`src/rtl/core/llm_pkg.sv`:
```
// Shared types, codes and arithmetic helpers for the loopback latency meter.
`default_nettype none

package llm_pkg;

  localparam int SMP_W = 24;
  localparam int SUM_W = SMP_W + 2;
  localparam int LAT_W = 20;
  localparam int LEN_W = 20;
  localparam int THR_W = 23;
  localparam int CFG_IDX_W = 3;
  localparam int CFG_DATA_W = 23;

  localparam logic signed [SUM_W-1:0] FULL_SCALE = SUM_W'(8388608);
  localparam logic signed [SUM_W-1:0] OUT_MAX = SUM_W'(8388607);
  localparam logic signed [SUM_W-1:0] OUT_MIN = -SUM_W'(8388608);

  typedef enum logic [1:0] {
    KIND_SAMPLE  = 2'd0,
    KIND_READ    = 2'd1,
    KIND_RESTART = 2'd2,
    KIND_NONE    = 2'd3
  } kind_t;

  typedef enum logic [CFG_IDX_W-1:0] {
    CFG_PULSE_LEN = 3'd0,
    CFG_IDLE_LEN  = 3'd1,
    CFG_THRESHOLD = 3'd2,
    CFG_INVERT    = 3'd3,
    CFG_ECHO      = 3'd4
  } cfg_idx_t;

  // Request from the result stage to the phase sequencer.
  typedef struct packed {
    logic go;
    logic frame;
    logic restart;
  } seq_req_t;

  // Phase status as it stands after the current item.
  typedef struct packed {
    logic clear;
    logic pulse_on;
    logic done;
  } seq_stat_t;

  // Request from the result stage to the channel measurement store.
  typedef struct packed {
    logic go;
    logic sample;
    logic above;
    logic clear;
  } meas_req_t;

  function automatic logic signed [SMP_W-1:0] sat_smp(input logic signed [SUM_W-1:0] v);
    logic signed [SMP_W-1:0] r;
    if (v > OUT_MAX) begin
      r = OUT_MAX[SMP_W-1:0];
    end else if (v < OUT_MIN) begin
      r = OUT_MIN[SMP_W-1:0];
    end else begin
      r = v[SMP_W-1:0];
    end
    return r;
  endfunction

endpackage

`default_nettype wire

```
`src/rtl/core/llm_if.sv`:
```
// Item channel interfaces for the loopback latency meter.
`default_nettype none

interface llm_in_if;
  logic                     valid;
  logic                     ready;
  logic [1:0]               kind;
  logic [2:0]               channel;
  logic signed [23:0]       sample;

  modport source (output valid, kind, channel, sample, input ready);
  modport sink (input valid, kind, channel, sample, output ready);
endinterface

interface llm_out_if;
  logic                     valid;
  logic                     ready;
  logic signed [23:0]       out_sample;
  logic [19:0]              latency;
  logic                     detected;
  logic                     done_res;
  logic                     pulse_on;

  modport source (output valid, out_sample, latency, detected, done_res, pulse_on,
                  input ready);
  modport sink (input valid, out_sample, latency, detected, done_res, pulse_on,
                output ready);
endinterface

`default_nettype wire

```
`src/rtl/core/llm_ram.sv`:
```
// Generic single-write, single-read synchronous RAM with registered read data.
`default_nettype none

module llm_ram #(
  parameter int WIDTH = 8,
  parameter int DEPTH = 8
) (
  input  wire logic                                   clk,
  input  wire logic                                   we,
  input  wire logic [(DEPTH > 1 ? $clog2(DEPTH) : 1)-1:0] waddr,
  input  wire logic [WIDTH-1:0]                       wdata,
  input  wire logic                                   re,
  input  wire logic [(DEPTH > 1 ? $clog2(DEPTH) : 1)-1:0] raddr,
  output logic      [WIDTH-1:0]                       rdata
);

  logic [WIDTH-1:0] mem [DEPTH];

  always_ff @(posedge clk) begin
    if (we) begin
      mem[waddr] <= wdata;
    end
    if (re) begin
      rdata <= mem[raddr];
    end
  end

endmodule

`default_nettype wire

```
`src/rtl/core/llm_seq.sv`:
```
// Four-phase test sequencer: reset, pulse, quiet and done, stepped once per frame.
`default_nettype none

module llm_seq (
  input  wire logic                        clk,
  input  wire logic                        rst_n,
  input  wire llm_pkg::seq_req_t           req,
  input  wire logic [llm_pkg::LEN_W-1:0]   pulse_len,
  input  wire logic [llm_pkg::LEN_W-1:0]   idle_len,
  output llm_pkg::seq_stat_t               stat
);

  typedef enum logic [1:0] {
    PH_RESET = 2'd0,
    PH_PULSE = 2'd1,
    PH_QUIET = 2'd2,
    PH_DONE  = 2'd3
  } phase_t;

  phase_t                    ph_r, ph_nxt;
  logic [llm_pkg::LEN_W-1:0] cnt_r, cnt_nxt;
  logic [llm_pkg::LEN_W-1:0] cnt_inc;
  logic                      clear;

  assign cnt_inc = cnt_r + 1'b1;

  always_comb begin
    ph_nxt  = ph_r;
    cnt_nxt = cnt_r;
    clear   = 1'b0;
    if (req.restart) begin
      ph_nxt = PH_RESET;
    end else if (req.frame) begin
      unique case (ph_r)
        PH_RESET: begin
          clear   = 1'b1;
          cnt_nxt = '0;
          ph_nxt  = PH_PULSE;
        end
        PH_PULSE: begin
          cnt_nxt = cnt_inc;
          if (cnt_inc >= pulse_len) begin
            cnt_nxt = '0;
            ph_nxt  = PH_QUIET;
          end
        end
        PH_QUIET: begin
          cnt_nxt = cnt_inc;
          if (cnt_inc >= idle_len) begin
            cnt_nxt = '0;
            ph_nxt  = PH_DONE;
          end
        end
        PH_DONE: begin
          ph_nxt = PH_DONE;
        end
        default: begin
          ph_nxt = PH_DONE;
        end
      endcase
    end
  end

  assign stat.clear    = clear;
  assign stat.pulse_on = (ph_nxt == PH_PULSE);
  assign stat.done     = (ph_nxt == PH_DONE);

  always_ff @(posedge clk) begin
    if (!rst_n) begin
      ph_r  <= PH_RESET;
      cnt_r <= '0;
    end else if (req.go) begin
      ph_r  <= ph_nxt;
      cnt_r <= cnt_nxt;
    end
  end

  a_done_holds: assert property (@(posedge clk) disable iff (!rst_n)
    (ph_r == PH_DONE && !(req.go && req.restart)) |=> ph_r == PH_DONE)
    else $error("Sequencer left the done phase without a restart.");

  a_reset_to_pulse: assert property (@(posedge clk) disable iff (!rst_n)
    (ph_r == PH_RESET && req.go && req.frame && !req.restart)
      |=> (ph_r == PH_PULSE && cnt_r == '0))
    else $error("Frame start in the reset phase did not enter a fresh pulse phase.");

endmodule

`default_nettype wire

```
`src/rtl/core/llm_meas.sv`:
```
// Per-channel measurement store: RAM read-modify-write with valid bits and forwarding.
`default_nettype none

module llm_meas #(
  parameter int CHANNELS   = 8,
  parameter int COUNT_BITS = 20
) (
  input  wire logic                                         clk,
  input  wire logic                                         rst_n,
  input  wire logic                                         rd_en,
  input  wire logic [(CHANNELS > 1 ? $clog2(CHANNELS) : 1)-1:0] rd_addr,
  input  wire logic [(CHANNELS > 1 ? $clog2(CHANNELS) : 1)-1:0] addr,
  input  wire llm_pkg::meas_req_t                           req,
  output logic      [COUNT_BITS-1:0]                        lat,
  output logic                                              cap
);

  localparam int AW = (CHANNELS > 1) ? $clog2(CHANNELS) : 1;
  localparam int VN = 1 << AW;
  localparam int EW = 2 * COUNT_BITS + 1;

  logic [EW-1:0]         rdata;
  logic [EW-1:0]         old_ent, ent, wdata;
  logic                  we;
  logic [VN-1:0]         vld_r, vld_nxt;
  logic                  fwd_v_r;
  logic [AW-1:0]         fwd_addr_r;
  logic [EW-1:0]         fwd_data_r;
  logic [COUNT_BITS-1:0] cnt, cnt_new, lat_new;
  logic                  cap_new;

  llm_ram #(
    .WIDTH (EW),
    .DEPTH (CHANNELS)
  ) u_ram (
    .clk   (clk),
    .we    (we),
    .waddr (addr),
    .wdata (wdata),
    .re    (rd_en),
    .raddr (rd_addr),
    .rdata (rdata)
  );

  // The entry written in the cycle of the read is not yet in the read data.
  assign old_ent = (fwd_v_r && fwd_addr_r == addr) ? fwd_data_r : rdata;
  assign ent     = (req.clear || !vld_r[addr]) ? '0 : old_ent;

  assign cnt = ent[EW-1 -: COUNT_BITS];
  assign lat = ent[COUNT_BITS:1];
  assign cap = ent[0];

  always_comb begin
    cnt_new = cnt;
    lat_new = lat;
    cap_new = cap;
    if (!cap) begin
      if (req.above) begin
        lat_new = cnt;
        cap_new = 1'b1;
      end else if (cnt != '1) begin
        cnt_new = cnt + 1'b1;
      end
    end
  end

  assign wdata = {cnt_new, lat_new, cap_new};
  assign we    = req.go && req.sample;

  always_comb begin
    vld_nxt = vld_r;
    if (req.go && req.clear) begin
      vld_nxt = '0;
    end
    if (we) begin
      vld_nxt[addr] = 1'b1;
    end
  end

  always_ff @(posedge clk) begin
    if (!rst_n) begin
      vld_r   <= '0;
      fwd_v_r <= 1'b0;
    end else begin
      vld_r   <= vld_nxt;
      fwd_v_r <= we ? 1'b1 : fwd_v_r;
    end
  end

  always_ff @(posedge clk) begin
    if (we) begin
      fwd_addr_r <= addr;
      fwd_data_r <= wdata;
    end
  end

  a_written_valid: assert property (@(posedge clk) disable iff (!rst_n)
    we |=> vld_r[$past(addr)])
    else $error("Written channel entry is not marked valid.");

endmodule

`default_nettype wire

```
`src/rtl/core/loopback_latency_meter.sv`:
```
// Top level of the round-trip audio latency meter.
//
//   Channel  Direction  Handshake      Payload
//   in_ch    in         valid/ready    kind, channel, sample
//   out_ch   out        valid/ready    out_sample, latency, detected, done_res, pulse_on
//   cfg_*    in         cfg_we only    cfg_idx, cfg_data
//
// One item enters per cycle while the output is not stalled. The measurement RAM is
// read at the accepting edge, into the update stage; when that stage moves on, the
// entry is updated, the phase sequencer steps and the output register loads the result.
// Reset is synchronous; all channel entries read as cleared with no sweep.
// A stalled output holds the item in the update stage and blocks new input.
`default_nettype none

module loopback_latency_meter #(
  parameter int CHANNELS   = 8,
  parameter int COUNT_BITS = 20
) (
  input  wire logic                                clk,
  input  wire logic                                rst_n,
  llm_in_if.sink                                   in_ch,
  llm_out_if.source                                out_ch,
  input  wire logic                                cfg_we,
  input  wire logic [llm_pkg::CFG_IDX_W-1:0]       cfg_idx,
  input  wire logic [llm_pkg::CFG_DATA_W-1:0]      cfg_data
);

  localparam int AW = (CHANNELS > 1) ? $clog2(CHANNELS) : 1;

  logic [llm_pkg::LEN_W-1:0] pulse_len_r, idle_len_r;
  logic [llm_pkg::THR_W-1:0] thr_r;
  logic                      inv_r, echo_r;

  logic                              s1_v_r;
  logic [1:0]                        s1_kind_r;
  logic [2:0]                        s1_ch_r;
  logic signed [llm_pkg::SMP_W-1:0]  s1_smp_r;

  logic                              out_v_r;
  logic signed [llm_pkg::SMP_W-1:0]  out_smp_r, out_smp_nxt;
  logic [llm_pkg::LAT_W-1:0]         out_lat_r, out_lat_nxt;
  logic                              out_det_r, out_det_nxt;
  logic                              out_done_r, out_pulse_r;

  logic go, acc, ch_ok, is_smp, is_read, above, echo_on;
  logic signed [llm_pkg::SUM_W-1:0] total, total_inv;
  llm_pkg::seq_req_t  seq_req;
  llm_pkg::seq_stat_t seq_stat;
  llm_pkg::meas_req_t meas_req;
  logic [COUNT_BITS-1:0] m_lat;
  logic                  m_cap;

  always_ff @(posedge clk) begin
    if (!rst_n) begin
      pulse_len_r <= llm_pkg::LEN_W'(10);
      idle_len_r  <= llm_pkg::LEN_W'(14400);
      thr_r       <= llm_pkg::THR_W'(4194304);
      inv_r       <= 1'b0;
      echo_r      <= 1'b0;
    end else if (cfg_we) begin
      unique case (cfg_idx)
        llm_pkg::CFG_PULSE_LEN: pulse_len_r <= cfg_data[llm_pkg::LEN_W-1:0];
        llm_pkg::CFG_IDLE_LEN:  idle_len_r  <= cfg_data[llm_pkg::LEN_W-1:0];
        llm_pkg::CFG_THRESHOLD: thr_r       <= cfg_data[llm_pkg::THR_W-1:0];
        llm_pkg::CFG_INVERT:    inv_r       <= cfg_data[0];
        llm_pkg::CFG_ECHO:      echo_r      <= cfg_data[0];
        default: begin
        end
      endcase
    end
  end

  assign go           = s1_v_r && (!out_v_r || out_ch.ready);
  assign in_ch.ready  = !s1_v_r || go;
  assign acc          = in_ch.valid && in_ch.ready;

  always_ff @(posedge clk) begin
    if (!rst_n) begin
      s1_v_r <= 1'b0;
    end else if (in_ch.ready) begin
      s1_v_r <= in_ch.valid;
    end
  end

  always_ff @(posedge clk) begin
    if (acc) begin
      s1_kind_r <= in_ch.kind;
      s1_ch_r   <= in_ch.channel;
      s1_smp_r  <= in_ch.sample;
    end
  end

  assign ch_ok   = int'(s1_ch_r) < CHANNELS;
  assign is_smp  = (s1_kind_r == llm_pkg::KIND_SAMPLE);
  assign is_read = (s1_kind_r == llm_pkg::KIND_READ);
  assign above   = s1_smp_r > $signed({1'b0, thr_r});

  assign seq_req.go      = go;
  assign seq_req.frame   = is_smp && (s1_ch_r == '0);
  assign seq_req.restart = (s1_kind_r == llm_pkg::KIND_RESTART);

  llm_seq u_seq (
    .clk       (clk),
    .rst_n     (rst_n),
    .req       (seq_req),
    .pulse_len (pulse_len_r),
    .idle_len  (idle_len_r),
    .stat      (seq_stat)
  );

  assign meas_req.go     = go;
  assign meas_req.sample = is_smp && ch_ok;
  assign meas_req.above  = above;
  assign meas_req.clear  = seq_stat.clear;

  llm_meas #(
    .CHANNELS   (CHANNELS),
    .COUNT_BITS (COUNT_BITS)
  ) u_meas (
    .clk     (clk),
    .rst_n   (rst_n),
    .rd_en   (acc),
    .rd_addr (AW'(in_ch.channel)),
    .addr    (AW'(s1_ch_r)),
    .req     (meas_req),
    .lat     (m_lat),
    .cap     (m_cap)
  );

  // Inputs above threshold are positive, so the arithmetic shift truncates toward zero.
  assign echo_on   = ch_ok && above && echo_r;
  assign total     = (seq_stat.pulse_on ? llm_pkg::FULL_SCALE : '0)
                   - (echo_on ? llm_pkg::SUM_W'(s1_smp_r >>> 1) : '0);
  assign total_inv = inv_r ? -total : total;

  assign out_smp_nxt = is_smp ? llm_pkg::sat_smp(total_inv) : '0;
  assign out_lat_nxt = (is_read && ch_ok) ? llm_pkg::LAT_W'(m_lat) : '0;
  assign out_det_nxt = is_read && ch_ok && m_cap;

  always_ff @(posedge clk) begin
    if (!rst_n) begin
      out_v_r <= 1'b0;
    end else if (go) begin
      out_v_r <= 1'b1;
    end else if (out_ch.ready) begin
      out_v_r <= 1'b0;
    end
  end

  always_ff @(posedge clk) begin
    if (go) begin
      out_smp_r   <= out_smp_nxt;
      out_lat_r   <= out_lat_nxt;
      out_det_r   <= out_det_nxt;
      out_done_r  <= seq_stat.done;
      out_pulse_r <= seq_stat.pulse_on;
    end
  end

  assign out_ch.valid      = out_v_r;
  assign out_ch.out_sample = out_smp_r;
  assign out_ch.latency    = out_lat_r;
  assign out_ch.detected   = out_det_r;
  assign out_ch.done_res   = out_done_r;
  assign out_ch.pulse_on   = out_pulse_r;

  a_stall_holds: assert property (@(posedge clk) disable iff (!rst_n)
    (s1_v_r && !go) |=> (s1_v_r && $stable(s1_kind_r) && $stable(s1_ch_r)
                         && $stable(s1_smp_r)))
    else $error("Item in the update stage changed while stalled.");

  a_status_exclusive: assert property (@(posedge clk) disable iff (!rst_n)
    out_v_r |-> !(out_done_r && out_pulse_r))
    else $error("Result reports pulse and done at once.");

endmodule

`default_nettype wire
```
`src/flat_wrapper.sv`:
```
// flat-port wrapper written by rule: the top's interface ports become plain ports
module loopback_latency_meter_flat 
#(
  parameter int CHANNELS   = 8,
  parameter int COUNT_BITS = 20
)
  (clk, rst_n, cfg_we, cfg_idx, cfg_data, in_ch_valid, in_ch_kind, in_ch_channel, in_ch_sample, in_ch_ready, out_ch_valid, out_ch_out_sample, out_ch_latency, out_ch_detected, out_ch_done_res, out_ch_pulse_on, out_ch_ready);
  llm_in_if in_ch_i ();
  llm_out_if out_ch_i ();
  input  wire logic clk;
  input  wire logic rst_n;
  input  wire logic cfg_we;
  input  wire logic [llm_pkg::CFG_IDX_W-1:0] cfg_idx;
  input  wire logic [llm_pkg::CFG_DATA_W-1:0] cfg_data;
  input wire logic [$bits(in_ch_i.valid)-1:0] in_ch_valid;
  input wire logic [$bits(in_ch_i.kind)-1:0] in_ch_kind;
  input wire logic [$bits(in_ch_i.channel)-1:0] in_ch_channel;
  input wire logic [$bits(in_ch_i.sample)-1:0] in_ch_sample;
  output wire logic [$bits(in_ch_i.ready)-1:0] in_ch_ready;
  output wire logic [$bits(out_ch_i.valid)-1:0] out_ch_valid;
  output wire logic [$bits(out_ch_i.out_sample)-1:0] out_ch_out_sample;
  output wire logic [$bits(out_ch_i.latency)-1:0] out_ch_latency;
  output wire logic [$bits(out_ch_i.detected)-1:0] out_ch_detected;
  output wire logic [$bits(out_ch_i.done_res)-1:0] out_ch_done_res;
  output wire logic [$bits(out_ch_i.pulse_on)-1:0] out_ch_pulse_on;
  input wire logic [$bits(out_ch_i.ready)-1:0] out_ch_ready;
  assign in_ch_i.valid = in_ch_valid;
  assign in_ch_i.kind = in_ch_kind;
  assign in_ch_i.channel = in_ch_channel;
  assign in_ch_i.sample = in_ch_sample;
  assign in_ch_ready = in_ch_i.ready;
  assign out_ch_valid = out_ch_i.valid;
  assign out_ch_out_sample = out_ch_i.out_sample;
  assign out_ch_latency = out_ch_i.latency;
  assign out_ch_detected = out_ch_i.detected;
  assign out_ch_done_res = out_ch_i.done_res;
  assign out_ch_pulse_on = out_ch_i.pulse_on;
  assign out_ch_i.ready = out_ch_ready;
  loopback_latency_meter #(.CHANNELS(CHANNELS), .COUNT_BITS(COUNT_BITS)) u_core (.clk(clk), .rst_n(rst_n), .in_ch(in_ch_i), .out_ch(out_ch_i), .cfg_we(cfg_we), .cfg_idx(cfg_idx), .cfg_data(cfg_data));
endmodule
```
`config.mk`:
```
export PLATFORM = sky130hd
export DESIGN_NAME = loopback_latency_meter_flat
export DESIGN_NICKNAME = d
export VERILOG_FILES = /design/src/rtl/core/llm_pkg.sv /design/src/rtl/core/llm_if.sv /design/src/rtl/core/llm_ram.sv /design/src/rtl/core/llm_seq.sv /design/src/rtl/core/llm_meas.sv /design/src/rtl/core/loopback_latency_meter.sv /design/src/flat_wrapper.sv
export SDC_FILE = /design/constraint.sdc
export NUM_CORES = 1
export LEC_CHECK = 0
export ABC_CLOCK_PERIOD_IN_PS = 14100
export BUFFER_PORTS_ARGS = -buffer_cell sky130_fd_sc_hd__buf_2
export CAP_MARGIN = 30
export CELL_PAD_IN_SITES_DETAIL_PLACEMENT = 1
export CELL_PAD_IN_SITES_GLOBAL_PLACEMENT = 1
export CORE_UTILIZATION = 56
export DETAILED_ROUTE_END_ITERATION = 10
export PLACE_DENSITY = 0.91
export SYNTH_ARGS = -nofsm -noshare
export SYNTH_HDL_FRONTEND = slang
export SYNTH_HIERARCHICAL = 1
export SYNTH_SLANG_ARGS = --single-unit
```
`constraint.sdc`:
```
create_clock -name clk -period 14.1 [get_ports clk]
set_input_delay 0.705 -clock clk [delete_from_list [all_inputs] [get_ports clk]]
set_output_delay 0.705 -clock clk [all_outputs]
set_load 0.02 [all_outputs]
```
==> results.md <==
| Stage | Item | Reported |
|---|---|---|
| run status | Result of the run | finished clean |
| layout | Synth-to-layout area growth | 11.2% |
| placed design | Detailed placement HPWL | 46300 um |
| floorplan | Row cnt | 80 |
| sta | Final hold violation count | 0 |
| sta | Final max-slew violation count | 0 |
| logic synthesis | Top_reg_cell synth | edfxtp_1 |
| placed design | Number of port buffers | 108 |
| routing | First drt pass iteration count | 5 |
| logic synthesis | Portion of synthesized cell area occupied by the leading cell type | 0.539 |
| logic synthesis | Synth Register Bits | 587 |
| sta | Worst Clk Skew | 0.0485 ns |
| cts | Number of setup buffers added after CTS | 0 |
| worst setup path | Launching element type of the critical path | register |
| logic synthesis | Ranking of synthesized cells by area | edfxtp_1 (54%), mux4_1 (7.7%), dfxtp_1 (7.2%) |
| logic synthesis | Number of cells produced by synthesis | 2017 |
| worst setup path | Crit path capture type | register |
| cts | Hold-fix buffers at CTS | 0 |
| cts | Worst-skew pair later-pin latency | 0.66 ns |
| global routing | Routing usage on met1 | 0.363 |
| hold path | Class of the worst hold path | input port to register |
| logic synthesis | Sequential fraction of the synthesis area | 0.611 |
| sta | Worst hold margin | 0.230 ns |
| global routing | Met2 routing resource usage after global routing | 0.546 |
| routing | Number of nets with antenna violations after detailed routing | 0 |
| worst setup path | CP Max Fanout | 23 |
| sta | Final Cycle Share | 0.449 |
| layout | FF+latch area | 16600 um^2 |
| floorplan | Area of the core | 47800 um^2 |
| power and ir drop | Ratio of total power to cell area | 124 nW/um^2 |
| routing | Final routed DRC violation total | 0 |
| sta | RSZ-0062 raised after global routing | no |
| cts | Inserted Clock Buffers | 59 |
| global routing | Total GRT Usage | 0.305 |
| cts | Depth of the CTS H-tree | 2 |
| placed design | Gp weighted congestion | 0.884 |
| cts | CTS root buf | clkbuf_16 |
| routing | Via Count | 17900 |
| logic synthesis | Share of synthesized flip-flops with an asynchronous set or reset | 0 |
| global routing | First-pass GRT wire length | 114000 um |
| job | Max-cap check violation count | 0 |
| floorplan | Die span in x | 223 um |
| power and ir drop | Max rail drop VDD | 0.116 mV |
| logic synthesis | Post-synth EDFFs | 489 |
| logic synthesis | Number of library cell types mapped by synthesis | 93 |
| sta | Setup Total Neg Slack | 0 ns |
| routing | Total length of routed wires | 75300 um |
| layout | Count of filler cells inserted in the layout | 4554 |
| sta | Tightest Pin Transition | 1.04 ns |
| floorplan | Area of the die | 49500 um^2 |
| global routing | Total congestion overflow after global routing | 0 |
| cts | Post-CTS sizing | 0 |
| logic synthesis | Warning count from the yosys run | 6 |
| routing | Per-cell via count in the routed design | 6.45 |
| routing | Number of DRC violations after detailed-routing iteration 0 | 1275 |
| worst setup path | Setup slack on the worst flop-to-flop path | 7.77 ns |
| sta | Crit path time final | 6.33 ns |
| layout | Share of post-route cells with drive strength above 1 | 0.156 |
| layout | Final antenna diode count | 0 |
| cts | Reg clk slew, reported paths | 0.06 ns |
| worst setup path | Worst EP required | 14.45 ns |
| worst setup path | Data arrival time of the critical path | 6.68 ns |
| routing | WL per Instance | 27.1 um |
| global routing | Global Route met3 Usage | 0.0468 |
| logic synthesis | Cell area after synthesis | 27200 um^2 |
| global routing | Via count of the first global-routing pass | 19100 |
| layout | Total number of nets in the final design | 2248 |
| global routing | Number of antenna violations at the first check in global routing | 0 |
| sta | Peak clock frequency supported by timing | 0.158 GHz |
| floorplan | Starting utilization of the core area | 0.569 |
| floorplan | Num ports | 109 |
| floorplan | Die extent in y | 223 um |
| logic synthesis | Avg Inst Size Synth | 13.5 um^2 |
| cts | CTS max path bufs | 3 |
| cts | Clock net sink count | 587 |
| sta | Final setup violating endpoints | 0 |
| power and ir drop | Leakage power figure | 10.8 nW |
| worst setup path | Startpoint-to-endpoint class of the critical path | register to register |
| global routing | Busiest grt layer | met2 |
| layout | Area occupied by multi-input gates | 9860 um^2 |
| global routing | Pin count of the biggest net entering global routing | 82 |
| cts | TritonCTS clock tree | yes |
| sta | Rel. slew slack | 0.299 |
| logic synthesis | Cell type with the largest total area after synthesis | edfxtp_1 |
[report_power, final]
part | switching [W] | total [W] | internal (W)
clock network | 0.000683 | 0.00158 | 0.000898
registers | 0.0000262 | 0.00195 | 0.00192
logic | 0.000154 | 0.000234 | 0.0000807
total | 0.000863 | 0.00376 | 0.00290
[logic make-up (layout without fill, tap and decap cells)]
group / Yosys count / count (layout) / synth area share
adders and majority gates: 73 / 73 / 0.0335
DFF: 587 / 587 / 0.611
AOI/OAI and AO/OA: 314 / 314 / 0.0805
muxes: 161 / 161 / 0.111
other: 1 / 2 / 0.000138
xor gates and xnor gates: 67 / 67 / 0.0218
buffers and inverters: 179 / 324 / 0.0295
and+or+nand+nor: 635 / 635 / 0.112
[through the flow]
stage | power [W] | cells | cell area, um^2 | utilization | setup WS [ns]
after global routing | 0.00385 | 2778 | 30300 | 0.633 | 7.17
after global placement | 0.00219 | 2667 | 28300 | 0.592 | 8.23
after detailed placement | 0.00221 | 2668 | 28300 | 0.592 | 7.84
final | 0.00376 | 2778 | 30300 | 0.633 | 7.77
after floorplan | 0.00212 | 2018 | 27200 | - | 5.70
after CTS | 0.00378 | 2777 | 30300 | 0.633 | 7.78
[layout make-up]
cell class,count,area share
clock buffer,73,0.0515
inverter,80,0.00992
multi-input combinational,1252,0.326
tap,615,0.0254
clock inverter,36,0.0126
sequential,587,0.550
timing repair buffer,135,0.0252
[state kept, by name, indices dropped and copies added (netlist names), 2 cells and up]
name,flops
u_core/u_seq/cnt_r,20
u_core/u_seq/ph_r,2
u_core/u_meas/fwd_addr_r,3
u_core/u_meas/u_ram/mem,328
u_core/u_meas/fwd_data_r,41
u_core/u_meas/vld_r,8
u_core/s1_ch_r,3
u_core/s1_smp_r,24
u_core/idle_len_r,20
u_core/pulse_len_r,20
u_core/s1_kind_r,2
u_core/out_ch.out_sample,24
u_core/out_ch.latency,20
u_core/u_meas/u_ram/rdata,41
u_core/thr_r,23
[placed cells by master (no fill, tap or decap), types with 12 or more instances in the layout]
master / netlist / routed
edfxtp_1: 489 / 489
nand2_1: 294 / 294
buf_2: 10 / 108
dfxtp_1: 98 / 98
mux4_1: 80 / 80
inv_1: 78 / 78
a21oi_1: 76 / 76
nor2_1: 82 / 76
ha_1: 73 / 73
a21boi_0: 62 / 62
clkbuf_16: 0 / 60
mux2_2: 56 / 56
nand3_1: 52 / 52
xnor2_1: 39 / 39
o21ai_0: 37 / 36
nor3_1: 37 / 35
nand4_1: 30 / 30
and2_1: 31 / 29
xor2_1: 27 / 27
buf_4: 5 / 26
nor2b_1: 24 / 23
o21ai_1: 21 / 21
mux2i_1: 20 / 20
clkinv_2: 0 / 18
o31ai_1: 15 / 15
and3_1: 14 / 14
nor4_1: 13 / 13
clkbuf_1: 58 / 12
[worst paths after layout]
path	from	endpoint	cells past startpoint
worst max-delay path	u_core/u_seq/cnt_r[0]	u_core/out_ch.out_sample[6]	24
worst min-delay path	in_ch_sample[5]	u_core/s1_smp_r[5]	1
worst max register to register	u_core/u_seq/cnt_r[0]	u_core/out_ch.out_sample[6]	24
worst min register to register	u_core/thr_r[10]	u_core/thr_r[10]	2
[routing by layer]
| metal | wire (um) | up-vias |
|---|---|---|
| li1 | - | 7806 |
| met1 | 28600 | 9098 |
| met2 | 39100 | 788 |
| met3 | 4530 | 229 |
| met4 | 3060 | 0 |
| met5 | 0 | - |
[critical path, stage by stage (launching register included)]
cell      delay [ns]
dfxtp_1         0.45
ha_1            0.24
nand3_1         0.21
nor2_2          0.27
and3_1          0.32
nand4_1         0.20
xnor2_1         0.20
ha_1            0.36
nand4_1         0.13
nor3_1          0.38
nand4_1         0.19
o211ai_2        0.29
o21ai_0         0.15
a21oi_1         0.21
nor3_1          0.07
buf_4           0.17
inv_1           0.05
ha_1            0.27
nand2b_1        0.18
a21oi_1         0.27
nor3_1          0.15
o21ai_0         0.21
mux2i_1         0.14
a21oi_2         0.76
o21ai_1         0.18
[Yosys cell counts (all sizes together) (21+ instances only)]
cell / number
ha: 73
nand2: 294
dfxtp: 98
mux4: 83
nor3: 38
o21ai: 60
mux2i: 21
and2: 32
mux2: 57
xor2: 27
nand3: 54
xnor2: 40
edfxtp: 489
nor2b: 24
a21oi: 78
a21boi: 62
buf: 39
inv: 78
nor2: 83
nand4: 30
clkbuf: 60
Power figures use the tool's default switching activity.
